`src/rtl/prle_pkg.sv`:
```
// Package: shared types and constants of the palette run-length encoder.
`timescale 1ns / 1ps

package prle_pkg;

  localparam int unsigned PaletteDepthDef = 128;
  localparam int unsigned QueueDepthDef   = 2;

  localparam logic [8:0]  MaxRun         = 9'h17f;
  localparam logic [8:0]  RunLongMin     = 9'h100;
  localparam logic [8:0]  RunMidMin      = 9'h080;
  localparam logic [8:0]  RunSingle      = 9'h001;
  localparam logic [7:0]  CodeLong       = 8'h82;
  localparam logic [7:0]  CodeMid        = 8'h81;
  localparam logic [7:0]  CodeShort      = 8'h80;
  localparam logic [6:0]  RunLowMask     = 7'h7f;
  localparam logic [15:0] LenMax         = 16'hffff;
  localparam logic [15:0] SizeLimitReset = 16'd8192;

  // One closed run handed from the front to the back.
  typedef struct packed {
    logic [31:0] color;
    logic [8:0]  count;
    logic        final_run;
  } run_rec_t;

  typedef enum logic [1:0] {
    B_IDLE,
    B_READ,
    B_CMP,
    B_EMIT
  } back_state_e;

endpackage

```
`src/rtl/prle_front.sv`:
```
// Front end: accepts pixels, tracks the open run and queues closed runs.
`timescale 1ns / 1ps

module prle_front
  import prle_pkg::*;
(
  input  logic        clk_i,
  input  logic        rst_ni,
  input  logic        in_valid_i,
  output logic        in_stall_o,
  input  logic [31:0] pixel_i,
  input  logic        end_of_image_i,
  input  logic        q_full_i,
  output logic        q_push_o,
  output run_rec_t    q_rec_o
);

  logic [31:0] run_color_q, run_color_d;
  logic [8:0]  run_count_q, run_count_d;
  logic        pend_q, pend_d;
  run_rec_t    pend_rec_q, pend_rec_d;

  logic accept;
  logic close_run;

  // A held flush record or a full queue blocks the next pixel.
  assign in_stall_o = pend_q | q_full_i;
  assign accept     = in_valid_i & ~in_stall_o;
  assign close_run  = (run_count_q != '0) &&
                      ((pixel_i != run_color_q) || (run_count_q >= MaxRun));

  always_comb begin
    run_color_d = run_color_q;
    run_count_d = run_count_q;
    pend_d      = pend_q;
    pend_rec_d  = pend_rec_q;
    q_push_o    = 1'b0;
    q_rec_o     = pend_rec_q;

    if (pend_q) begin
      if (!q_full_i) begin
        q_push_o = 1'b1;
        pend_d   = 1'b0;
      end
    end else if (accept) begin
      if (close_run || run_count_q == '0) begin
        run_color_d = pixel_i;
        run_count_d = RunSingle;
      end else begin
        run_count_d = run_count_q + 9'd1;
      end

      if (close_run) begin
        q_push_o = 1'b1;
        q_rec_o  = '{color: run_color_q, count: run_count_q, final_run: 1'b0};
      end

      if (end_of_image_i) begin
        // flush the run that holds this pixel
        pend_rec_d = '{color: run_color_d, count: run_count_d, final_run: 1'b1};
        if (close_run) begin
          pend_d = 1'b1;
        end else begin
          q_push_o = 1'b1;
          q_rec_o  = pend_rec_d;
        end
        run_count_d = '0;
      end
    end
  end

  always_ff @(posedge clk_i or negedge rst_ni) begin
    if (!rst_ni) begin
      run_color_q <= '0;
      run_count_q <= '0;
      pend_q      <= 1'b0;
    end else begin
      run_color_q <= run_color_d;
      run_count_q <= run_count_d;
      pend_q      <= pend_d;
    end
  end

  always_ff @(posedge clk_i) begin
    pend_rec_q <= pend_rec_d;
  end

endmodule

```
`src/rtl/prle_fifo.sv`:
```
// Short queue of closed runs between front and back.
`timescale 1ns / 1ps

module prle_fifo
  import prle_pkg::*;
#(
  parameter int unsigned DEPTH = QueueDepthDef
) (
  input  logic     clk_i,
  input  logic     rst_ni,
  input  logic     push_i,
  input  run_rec_t push_rec_i,
  output logic     full_o,
  input  logic     pop_i,
  output logic     empty_o,
  output run_rec_t pop_rec_o
);

  localparam int unsigned AW = (DEPTH > 1) ? $clog2(DEPTH) : 1;
  localparam int unsigned CW = $clog2(DEPTH + 1);
  localparam logic [AW-1:0] LastPtr = AW'(DEPTH - 1);

  run_rec_t        slots_q [DEPTH];
  logic [AW-1:0]   wr_ptr_q, rd_ptr_q;
  logic [CW-1:0]   cnt_q;

  assign full_o    = (cnt_q == CW'(DEPTH));
  assign empty_o   = (cnt_q == '0);
  assign pop_rec_o = slots_q[rd_ptr_q];

  always_ff @(posedge clk_i or negedge rst_ni) begin
    if (!rst_ni) begin
      wr_ptr_q <= '0;
      rd_ptr_q <= '0;
      cnt_q    <= '0;
    end else begin
      if (push_i) begin
        wr_ptr_q <= (wr_ptr_q == LastPtr) ? '0 : wr_ptr_q + AW'(1);
      end
      if (pop_i) begin
        rd_ptr_q <= (rd_ptr_q == LastPtr) ? '0 : rd_ptr_q + AW'(1);
      end
      if (push_i && !pop_i) begin
        cnt_q <= cnt_q + CW'(1);
      end else if (pop_i && !push_i) begin
        cnt_q <= cnt_q - CW'(1);
      end
    end
  end

  always_ff @(posedge clk_i) begin
    if (push_i) begin
      slots_q[wr_ptr_q] <= push_rec_i;
    end
  end

endmodule

```
`src/rtl/prle_back.sv`:
```
// Back end: palette search and insert, code byte generation, output register.
`timescale 1ns / 1ps

module prle_back
  import prle_pkg::*;
#(
  parameter int unsigned PALETTE_DEPTH = PaletteDepthDef
) (
  input  logic        clk_i,
  input  logic        rst_ni,
  input  logic        q_empty_i,
  input  run_rec_t    q_rec_i,
  output logic        q_pop_o,
  input  logic [15:0] size_limit_i,
  output logic        out_valid_o,
  input  logic        out_stall_i,
  output logic [7:0]  code_byte_o,
  output logic        final_byte_o,
  output logic        new_entry_o,
  output logic [31:0] entry_color_o,
  output logic        palette_full_o,
  output logic [7:0]  color_count_o,
  output logic [15:0] coded_length_o,
  output logic        too_large_o
);

  localparam int unsigned IW = $clog2(PALETTE_DEPTH);
  localparam int unsigned UW = $clog2(PALETTE_DEPTH + 1);

  logic [31:0] pal_mem [PALETTE_DEPTH];
  logic [31:0] rdata_q;

  back_state_e state_q, state_d;
  run_rec_t    run_q, run_d;
  logic [IW-1:0] idx_q, idx_d;
  logic [UW-1:0] used_q, used_d;
  logic [15:0]   bytes_q, bytes_d;
  logic          is_new_q, is_new_d;
  logic          full_q, full_d;
  logic [1:0]    bpos_q, bpos_d;

  logic          mem_we;
  logic          mem_re;

  logic          ov_q, ov_d;
  logic [7:0]    ob_q, ob_d;
  logic          of_q, of_d;
  logic          on_q, on_d;
  logic [31:0]   oc_q, oc_d;
  logic          opf_q, opf_d;
  logic [7:0]    occ_q, occ_d;
  logic [15:0]   olen_q, olen_d;
  logic          otl_q, otl_d;

  logic [1:0]    nbytes;
  logic [7:0]    hdr_byte;
  logic          last_byte;
  logic          slot_free;
  logic [15:0]   bytes_inc;
  logic [17:0]   total_size;

  always_comb begin
    if (run_q.count >= RunMidMin) begin
      nbytes = 2'd3;
    end else if (run_q.count > RunSingle) begin
      nbytes = 2'd2;
    end else begin
      nbytes = 2'd1;
    end
  end

  always_comb begin
    if (nbytes == 2'd3) begin
      if (bpos_q == 2'd0) begin
        hdr_byte = (run_q.count >= RunLongMin) ? CodeLong : CodeMid;
      end else if (run_q.count >= RunLongMin) begin
        hdr_byte = CodeShort | {1'b0, run_q.count[6:0] & RunLowMask};
      end else begin
        hdr_byte = run_q.count[7:0];
      end
    end else begin
      hdr_byte = CodeShort | {1'b0, run_q.count[6:0] & RunLowMask};
    end
  end

  assign last_byte  = (bpos_q == nbytes - 2'd1);
  assign slot_free  = ~ov_q | ~out_stall_i;
  assign bytes_inc  = (bytes_q != LenMax) ? bytes_q + 16'd1 : bytes_q;
  assign total_size = (18'(used_q) << 2) + 18'(bytes_inc);

  always_comb begin
    state_d  = state_q;
    run_d    = run_q;
    idx_d    = idx_q;
    used_d   = used_q;
    bytes_d  = bytes_q;
    is_new_d = is_new_q;
    full_d   = full_q;
    bpos_d   = bpos_q;
    q_pop_o  = 1'b0;
    mem_we   = 1'b0;
    mem_re   = 1'b0;

    ov_d  = ov_q & out_stall_i;
    ob_d  = ob_q;
    of_d  = of_q;
    on_d  = on_q;
    oc_d  = oc_q;
    opf_d = opf_q;
    occ_d = occ_q;
    olen_d = olen_q;
    otl_d = otl_q;

    unique case (state_q)
      B_IDLE: begin
        if (!q_empty_i) begin
          q_pop_o  = 1'b1;
          run_d    = q_rec_i;
          idx_d    = '0;
          is_new_d = 1'b0;
          full_d   = 1'b0;
          bpos_d   = '0;
          if (used_q == '0) begin
            // empty palette: the colour is always a miss
            state_d = B_CMP;
          end else begin
            state_d = B_READ;
          end
        end
      end

      B_READ: begin
        mem_re  = 1'b1;
        state_d = B_CMP;
      end

      B_CMP: begin
        if (used_q != '0 && rdata_q == run_q.color) begin
          state_d = B_EMIT;
        end else if (used_q != '0 && UW'(idx_q) + UW'(1) != used_q) begin
          idx_d   = idx_q + IW'(1);
          state_d = B_READ;
        end else begin
          if (used_q < UW'(PALETTE_DEPTH)) begin
            mem_we   = 1'b1;
            idx_d    = used_q[IW-1:0];
            used_d   = used_q + UW'(1);
            is_new_d = 1'b1;
          end else begin
            idx_d  = '0;
            full_d = 1'b1;
          end
          state_d = B_EMIT;
        end
      end

      B_EMIT: begin
        if (slot_free) begin
          ov_d   = 1'b1;
          occ_d  = 8'(used_q);
          olen_d = bytes_inc;
          bytes_d = bytes_inc;
          if (last_byte) begin
            ob_d  = 8'(idx_q);
            on_d  = is_new_q;
            oc_d  = is_new_q ? run_q.color : 32'd0;
            opf_d = full_q;
            of_d  = run_q.final_run;
            otl_d = run_q.final_run && (total_size > 18'(size_limit_i));
            state_d = B_IDLE;
            if (run_q.final_run) begin
              used_d  = '0;
              bytes_d = '0;
            end
          end else begin
            ob_d  = hdr_byte;
            on_d  = 1'b0;
            oc_d  = 32'd0;
            opf_d = 1'b0;
            of_d  = 1'b0;
            otl_d = 1'b0;
            bpos_d = bpos_q + 2'd1;
          end
        end
      end

      default: state_d = B_IDLE;
    endcase
  end

  always_ff @(posedge clk_i or negedge rst_ni) begin
    if (!rst_ni) begin
      state_q <= B_IDLE;
      used_q  <= '0;
      bytes_q <= '0;
      ov_q    <= 1'b0;
    end else begin
      state_q <= state_d;
      used_q  <= used_d;
      bytes_q <= bytes_d;
      ov_q    <= ov_d;
    end
  end

  always_ff @(posedge clk_i) begin
    run_q    <= run_d;
    idx_q    <= idx_d;
    is_new_q <= is_new_d;
    full_q   <= full_d;
    bpos_q   <= bpos_d;
    ob_q     <= ob_d;
    of_q     <= of_d;
    on_q     <= on_d;
    oc_q     <= oc_d;
    opf_q    <= opf_d;
    occ_q    <= occ_d;
    olen_q   <= olen_d;
    otl_q    <= otl_d;
  end

  always_ff @(posedge clk_i) begin
    if (mem_we) begin
      pal_mem[used_q[IW-1:0]] <= run_q.color;
    end
  end

  always_ff @(posedge clk_i) begin
    if (mem_re) begin
      rdata_q <= pal_mem[idx_q];
    end
  end

  assign out_valid_o    = ov_q;
  assign code_byte_o    = ob_q;
  assign final_byte_o   = of_q;
  assign new_entry_o    = on_q;
  assign entry_color_o  = oc_q;
  assign palette_full_o = opf_q;
  assign color_count_o  = occ_q;
  assign coded_length_o = olen_q;
  assign too_large_o    = otl_q;

endmodule

```
`src/rtl/palette_rle_image_encoder_core.sv`:
```
// Top level: palette run-length image encoder core.
`timescale 1ns / 1ps
// Throughput: one pixel per cycle while the pixel channel is not stalled; the back end
//   takes the next closed run from the queue only after it has sent the last code byte
//   of the current run (1..3 bytes per run).
// Reset (rst_ni low, async): no run open, empty palette, zero byte count, queue empty,
//   size_limit back to 8192; palette contents are undefined until written.

module palette_rle_image_encoder_core
  import prle_pkg::*;
#(
  parameter int unsigned PALETTE_DEPTH = PaletteDepthDef,
  parameter int unsigned QUEUE_DEPTH   = QueueDepthDef
) (
  input  logic        clk_i,
  input  logic        rst_ni,
  // size limit register
  input  logic        cfg_we_i,
  input  logic [15:0] cfg_wdata_i,
  // pixel channel
  input  logic        in_valid_i,
  output logic        in_stall_o,
  input  logic [31:0] pixel_i,
  input  logic        end_of_image_i,
  // code byte channel
  output logic        out_valid_o,
  input  logic        out_stall_i,
  output logic [7:0]  code_byte_o,
  output logic        final_byte_o,
  output logic        new_entry_o,
  output logic [31:0] entry_color_o,
  output logic        palette_full_o,
  output logic [7:0]  color_count_o,
  output logic [15:0] coded_length_o,
  output logic        too_large_o
);

  logic [15:0] size_limit_q;

  logic     q_push, q_pop, q_full, q_empty;
  run_rec_t q_push_rec, q_pop_rec;

  // The user must change the size limit only while the block is idle; the block itself does not enforce this.
  always_ff @(posedge clk_i or negedge rst_ni) begin
    if (!rst_ni) begin
      size_limit_q <= SizeLimitReset;
    end else if (cfg_we_i) begin
      size_limit_q <= cfg_wdata_i;
    end
  end

  // Front: run tracking; pushes up to two closed runs per pixel (mismatch + flush),
  // the second one held until the queue has room while the pixel channel stalls.
  prle_front u_front (
    .clk_i          (clk_i),
    .rst_ni         (rst_ni),
    .in_valid_i     (in_valid_i),
    .in_stall_o     (in_stall_o),
    .pixel_i        (pixel_i),
    .end_of_image_i (end_of_image_i),
    .q_full_i       (q_full),
    .q_push_o       (q_push),
    .q_rec_o        (q_push_rec)
  );

  prle_fifo #(
    .DEPTH (QUEUE_DEPTH)
  ) u_fifo (
    .clk_i      (clk_i),
    .rst_ni     (rst_ni),
    .push_i     (q_push),
    .push_rec_i (q_push_rec),
    .full_o     (q_full),
    .pop_i      (q_pop),
    .empty_o    (q_empty),
    .pop_rec_o  (q_pop_rec)
  );

  // Back: sequential palette search, insert or full fallback, then 1..3 code byte
  // transfers through the output register; the final run clears palette and count.
  prle_back #(
    .PALETTE_DEPTH (PALETTE_DEPTH)
  ) u_back (
    .clk_i          (clk_i),
    .rst_ni         (rst_ni),
    .q_empty_i      (q_empty),
    .q_rec_i        (q_pop_rec),
    .q_pop_o        (q_pop),
    .size_limit_i   (size_limit_q),
    .out_valid_o    (out_valid_o),
    .out_stall_i    (out_stall_i),
    .code_byte_o    (code_byte_o),
    .final_byte_o   (final_byte_o),
    .new_entry_o    (new_entry_o),
    .entry_color_o  (entry_color_o),
    .palette_full_o (palette_full_o),
    .color_count_o  (color_count_o),
    .coded_length_o (coded_length_o),
    .too_large_o    (too_large_o)
  );

endmodule
```
`config.mk`:
```
export PLATFORM = sky130hd
export DESIGN_NAME = palette_rle_image_encoder_core
export DESIGN_NICKNAME = d
export VERILOG_FILES = /design/src/rtl/prle_pkg.sv /design/src/rtl/prle_front.sv /design/src/rtl/prle_fifo.sv /design/src/rtl/prle_back.sv /design/src/rtl/palette_rle_image_encoder_core.sv
export SDC_FILE = /design/constraint.sdc
export NUM_CORES = 2
export LEC_CHECK = 0
export ABC_CLOCK_PERIOD_IN_PS = 4860
export BUFFER_PORTS_ARGS = -buffer_cell sky130_fd_sc_hd__buf_2
export CORE_UTILIZATION = 30
export CTS_BUF_LIST = sky130_fd_sc_hd__clkbuf_2 sky130_fd_sc_hd__clkbuf_4 sky130_fd_sc_hd__clkbuf_8
export CTS_CLUSTER_DIAMETER = 50
export DETAILED_ROUTE_END_ITERATION = 10
export HOLD_SLACK_MARGIN = 0.06
export SLEW_MARGIN = 20
export SYNTH_ARGS = -nofsm -noshare
export SYNTH_HDL_FRONTEND = slang
export SYNTH_MEMORY_MAX_BITS = 65536
export SYNTH_SLANG_ARGS = --single-unit
```
`constraint.sdc`:
```
create_clock -name clk_i -period 4.86 [get_ports clk_i]
set_input_delay 0.243 -clock clk_i [delete_from_list [all_inputs] [get_ports clk_i]]
set_output_delay 0.243 -clock clk_i [all_outputs]
set_load 0.03 [all_outputs]
```
==> results.json <==
{
  "status": "completed",
  "synthToLayoutAreaGrowth_pct": 16.7,
  "io_buffers": 123,
  "fmax_mhz": 211,
  "yosysSeqAreaShare": 0.773,
  "crit_path_max_fanout": 86,
  "tightestPinTransition_ns": 1.19,
  "cp.depth": 10,
  "final_cell_mix": "4374 x edfxtp_1, 1082 x mux4_2, 721 x clkbuf_8",
  "rsz0062_at_grt": "no",
  "syn_area_per_cell_um2": 21.8,
  "initial_utilization": 0.301,
  "rows": 278,
  "syn_inst": 7928,
  "h-tree-depth": 6,
  "syn_nets": 8015,
  "cts.clk_slew.worst_paths_ns": 0.07,
  "cts_tree": "built",
  "place_hpwl_mm": 274,
  "gp_congestion": 0.885,
  "final_net_count": 8941,
  "holdWs_ns": 0.182,
  "floorplan.die_area_um2": 579000,
  "ys_ff_latch": 4463,
  "finClkSkew_ns": 0.0731,
  "cp_num_buf_inv": 4,
  "post_layout_nonfiller_instances": 17000,
  "tns_ns": 0,
  "setup_viol": 0,
  "synth-edff-count": 4374,
  "synth_area_um2": 173000,
  "ir_worst_vdd_mv": 0.592,
  "io_pins": 124,
  "period_minus_slack_ns": 4.74,
  "fillers": 52600,
  "layout-drive-gt1-share": 0.309,
  "arrival_ns": 5.71,
  "cts_buffers": 705,
  "die_x_um": 761,
  "dr.first_iter.drc_count": 11300,
  "cp-start-kind": "flop",
  "mostFrequentLayoutCell": "edfxtp_1",
  "power.density_nw_per_um2": 517,
  "rr_startpoint": "u_back.idx_q[0]$_SDFFCE_PN0P_",
  "hold_path.startpoint": "pixel_i[3]",
  "viasPerCell": 5.14,
  "grt_pass1_vias": 89400,
  "firstDrtPassIters": 5,
  "r2r_cells": 10,
  "fin_util": 0.351,
  "hold_viol_final": 0,
  "r2r_slack_ns": 0.12,
  "grt_util_all_layers": 0.160,
  "worstSetupEndpointType": "flop",
  "fin_crit_sh": 0.975,
  "drtAntennaViolNets": 0,
  "clk_latency_ns": 1.24,
  "path_cells": "buf_12 > buf_4 > buf_12 > mux4_2 > mux2i_1 > o22ai_1 > nor4_1 > buf_4 > o21ai_1 > or3_1",
  "holdPathStages": 4,
  "slowest_stage": "nor4_1",
  "wl_mm": 478,
  "synth_flop_cell": "edfxtp_1",
  "numClockSinks": 4463,
  "vias": 87400,
  "core_area_um2": 573000,
  "die_h_um": 761,
  "clockRootBuffer": "clkbuf_8",
  "async_flop_share": 0.0199,
  "grt_antenna_before_repair": 40,
  "hold_path.class": "input port to flop",
  "final_max_slew_viol_count": 0,
  "wl_per_cell_um": 28.1,
  "synth_cell_types": 78,
  "worst_r2r_endpoint": "u_back.rdata_q[10]$_DFFE_PP_",
  "cap_violations": 0,
  "required_ns": 5.84,
  "dp_cells": 15600,
  "cts_buffer_depth": 4,
  "yosys_warnings": 0,
  "power.leakage_nw": 63.5,
  "drc_errors": 0,
  "crit_path_max_incr_delay_ns": 0.74,
  "hold_path_end": "u_fifo.slots_q[1][13]$_DFFE_PP_",
  "cp_top_family": "buffers and inverters",
  "relSlewSlack": 0.204,
  "worstSetupPathType": "flop to flop",
  "grt_overflow": 0,
  "grt_start_max_net_pins": 130,
  "grt_pass1_wl_mm": 670
}
-- cells in the mapped netlist, drive strengths merged, types with 33 or more instances --
library cell  number  area [um^2]
nand3            102          515
nor2             200          753
or3               39          244
a21oi             46          230
buf              193          885
edfxtp          4374       131000
mux2i            386         3860
inv               83          312
and3              42          263
dfrtp             88         2200
a2bb2oi           33          289
mux4            1082        24400
o22ai            158          988
nand2            313         1180
nor2b             46          288
clkbuf           246          923
xor2              46          403
xnor2             52          455
o21ai             84          420
mux2              44          495
nor4              52          340
-- metal layers --
metal / up-vias / part of all wire / track usage
li1: 35200 / - / -
met1: 46900 / 0.40 / 0.220
met2: 4532 / 0.47 / 0.253
met3: 801 / 0.093 / 0.0312
met4: 6 / 0.038 / 0.0573
met5: - / 0.000096 / 0
-- how the worst max path moves through the flow --
stage	startpoint	end	slack, ns
after floorplan	u_back.run_q[23]$_DFFE_PP_	u_back.pal_mem[108][0]$_DFFE_PP_	0.07
after detailed placement	u_back.bytes_q[1]$_DFFE_PN0P_	u_back.too_large_o$_SDFFCE_PP0P_	-0.12
final	u_back.idx_q[0]$_SDFFCE_PN0P_	u_back.rdata_q[10]$_DFFE_PP_	0.12
after global placement	u_back.bytes_q[1]$_DFFE_PN0P_	u_back.too_large_o$_SDFFCE_PP0P_	-0.48
after CTS	u_back.bytes_q[1]$_DFFE_PN0P_	u_back.too_large_o$_SDFFCE_PP0P_	0.04
after global routing	u_back.bytes_q[3]$_DFFE_PN0P_	u_back.too_large_o$_SDFFCE_PP0P_	0.004
-- what timing repair did --
action                     4_1_cts  5_1_grt
setup buffers                    0        1
hold endpoints to repair       283        0
pin swaps                        0        1
setup endpoints to repair        1        1
hold buffers                   140        0
gates resized for setup          3       12
-- report_power, final --
part           total [mW]  switching (mW)  leakage, nW  internal, mW
logic                26.9            16.5         15.7          10.4
registers            45.7           0.922         40.5          44.7
clock network        31.5            14.9         7.30          16.6
total                 104            32.3         63.5          71.8
-- final cells by class --
| type | count | area (um^2) | share of cell area |
|---|---|---|---|
| diodes | 15 | 37.5 | 0.000186 |
| clock buffers | 941 | 11600 | 0.0574 |
| clock inverters | 333 | 2270 | 0.0112 |
| inverters | 84 | 317 | 0.00157 |
| multi-input cells | 2942 | 38100 | 0.189 |
| flip-flops and latches | 4463 | 134000 | 0.663 |
| well taps | 7560 | 9460 | 0.0469 |
| repair buffers | 658 | 6110 | 0.0303 |
-- worst reg2reg max path, cell delays in order, from the launching register on --
cell and delay (ns):
edfxtp_1 0.40, buf_12 0.27, buf_4 0.36, buf_12 0.51, mux4_2 0.80, mux2i_1 0.33, o22ai_1 0.41, nor4_1 0.75
buf_4 0.24, o21ai_1 0.07, or3_1 0.37
-- state kept, by name, indices dropped and copies added (netlist names), 2 cells and up --
| register | cells |
|---|---|
| u_back.idx_q | 7 |
| u_fifo.slots_q | 84 |
| u_fifo.cnt_q | 2 |
| u_back.bytes_q | 16 |
| u_back.entry_color_o | 32 |
| u_front.run_count_q | 9 |
| u_back.code_byte_o | 8 |
| u_back.state_q | 2 |
| u_front.run_color_q | 32 |
| u_back.rdata_q | 32 |
| u_back.run_q | 42 |
| u_front.pend_rec_q | 41 |
| u_back.used_q | 8 |
| u_back.bpos_q | 2 |
| size_limit_q | 16 |
| u_back.color_count_o | 8 |
| u_back.pal_mem | 4096 |
| u_back.coded_length_o | 16 |
-- metrics by stage --
stage	worst slack, ns	power (mW)	instance area [um^2]
after floorplan	0.0734	62.7	173000
after global placement	-0.483	72.7	186000
after detailed placement	-0.124	73.1	186000
after CTS	0.0412	105	201000
after global routing	0.00389	107	201000
final	0.123	104	201000
-- logic make-up (layout without fill, tap and decap cells) --
logic type | count (synthesis) | count (layout) | synth area share
flip-flops | 4463 | 4463 | 0.773
multiplexers | 1512 | 1512 | 0.166
AND/OR/NAND/NOR | 867 | 867 | 0.0239
buffers and inverters | 523 | 2016 | 0.0123
AO/OA/AOI/OAI | 432 | 432 | 0.0168
XOR/XNOR | 98 | 98 | 0.00497
adder cells (fa/ha/maj) | 33 | 33 | 0.00243
other | 0 | 15 | 0
Note: power is estimated with default switching activity, not from simulation.
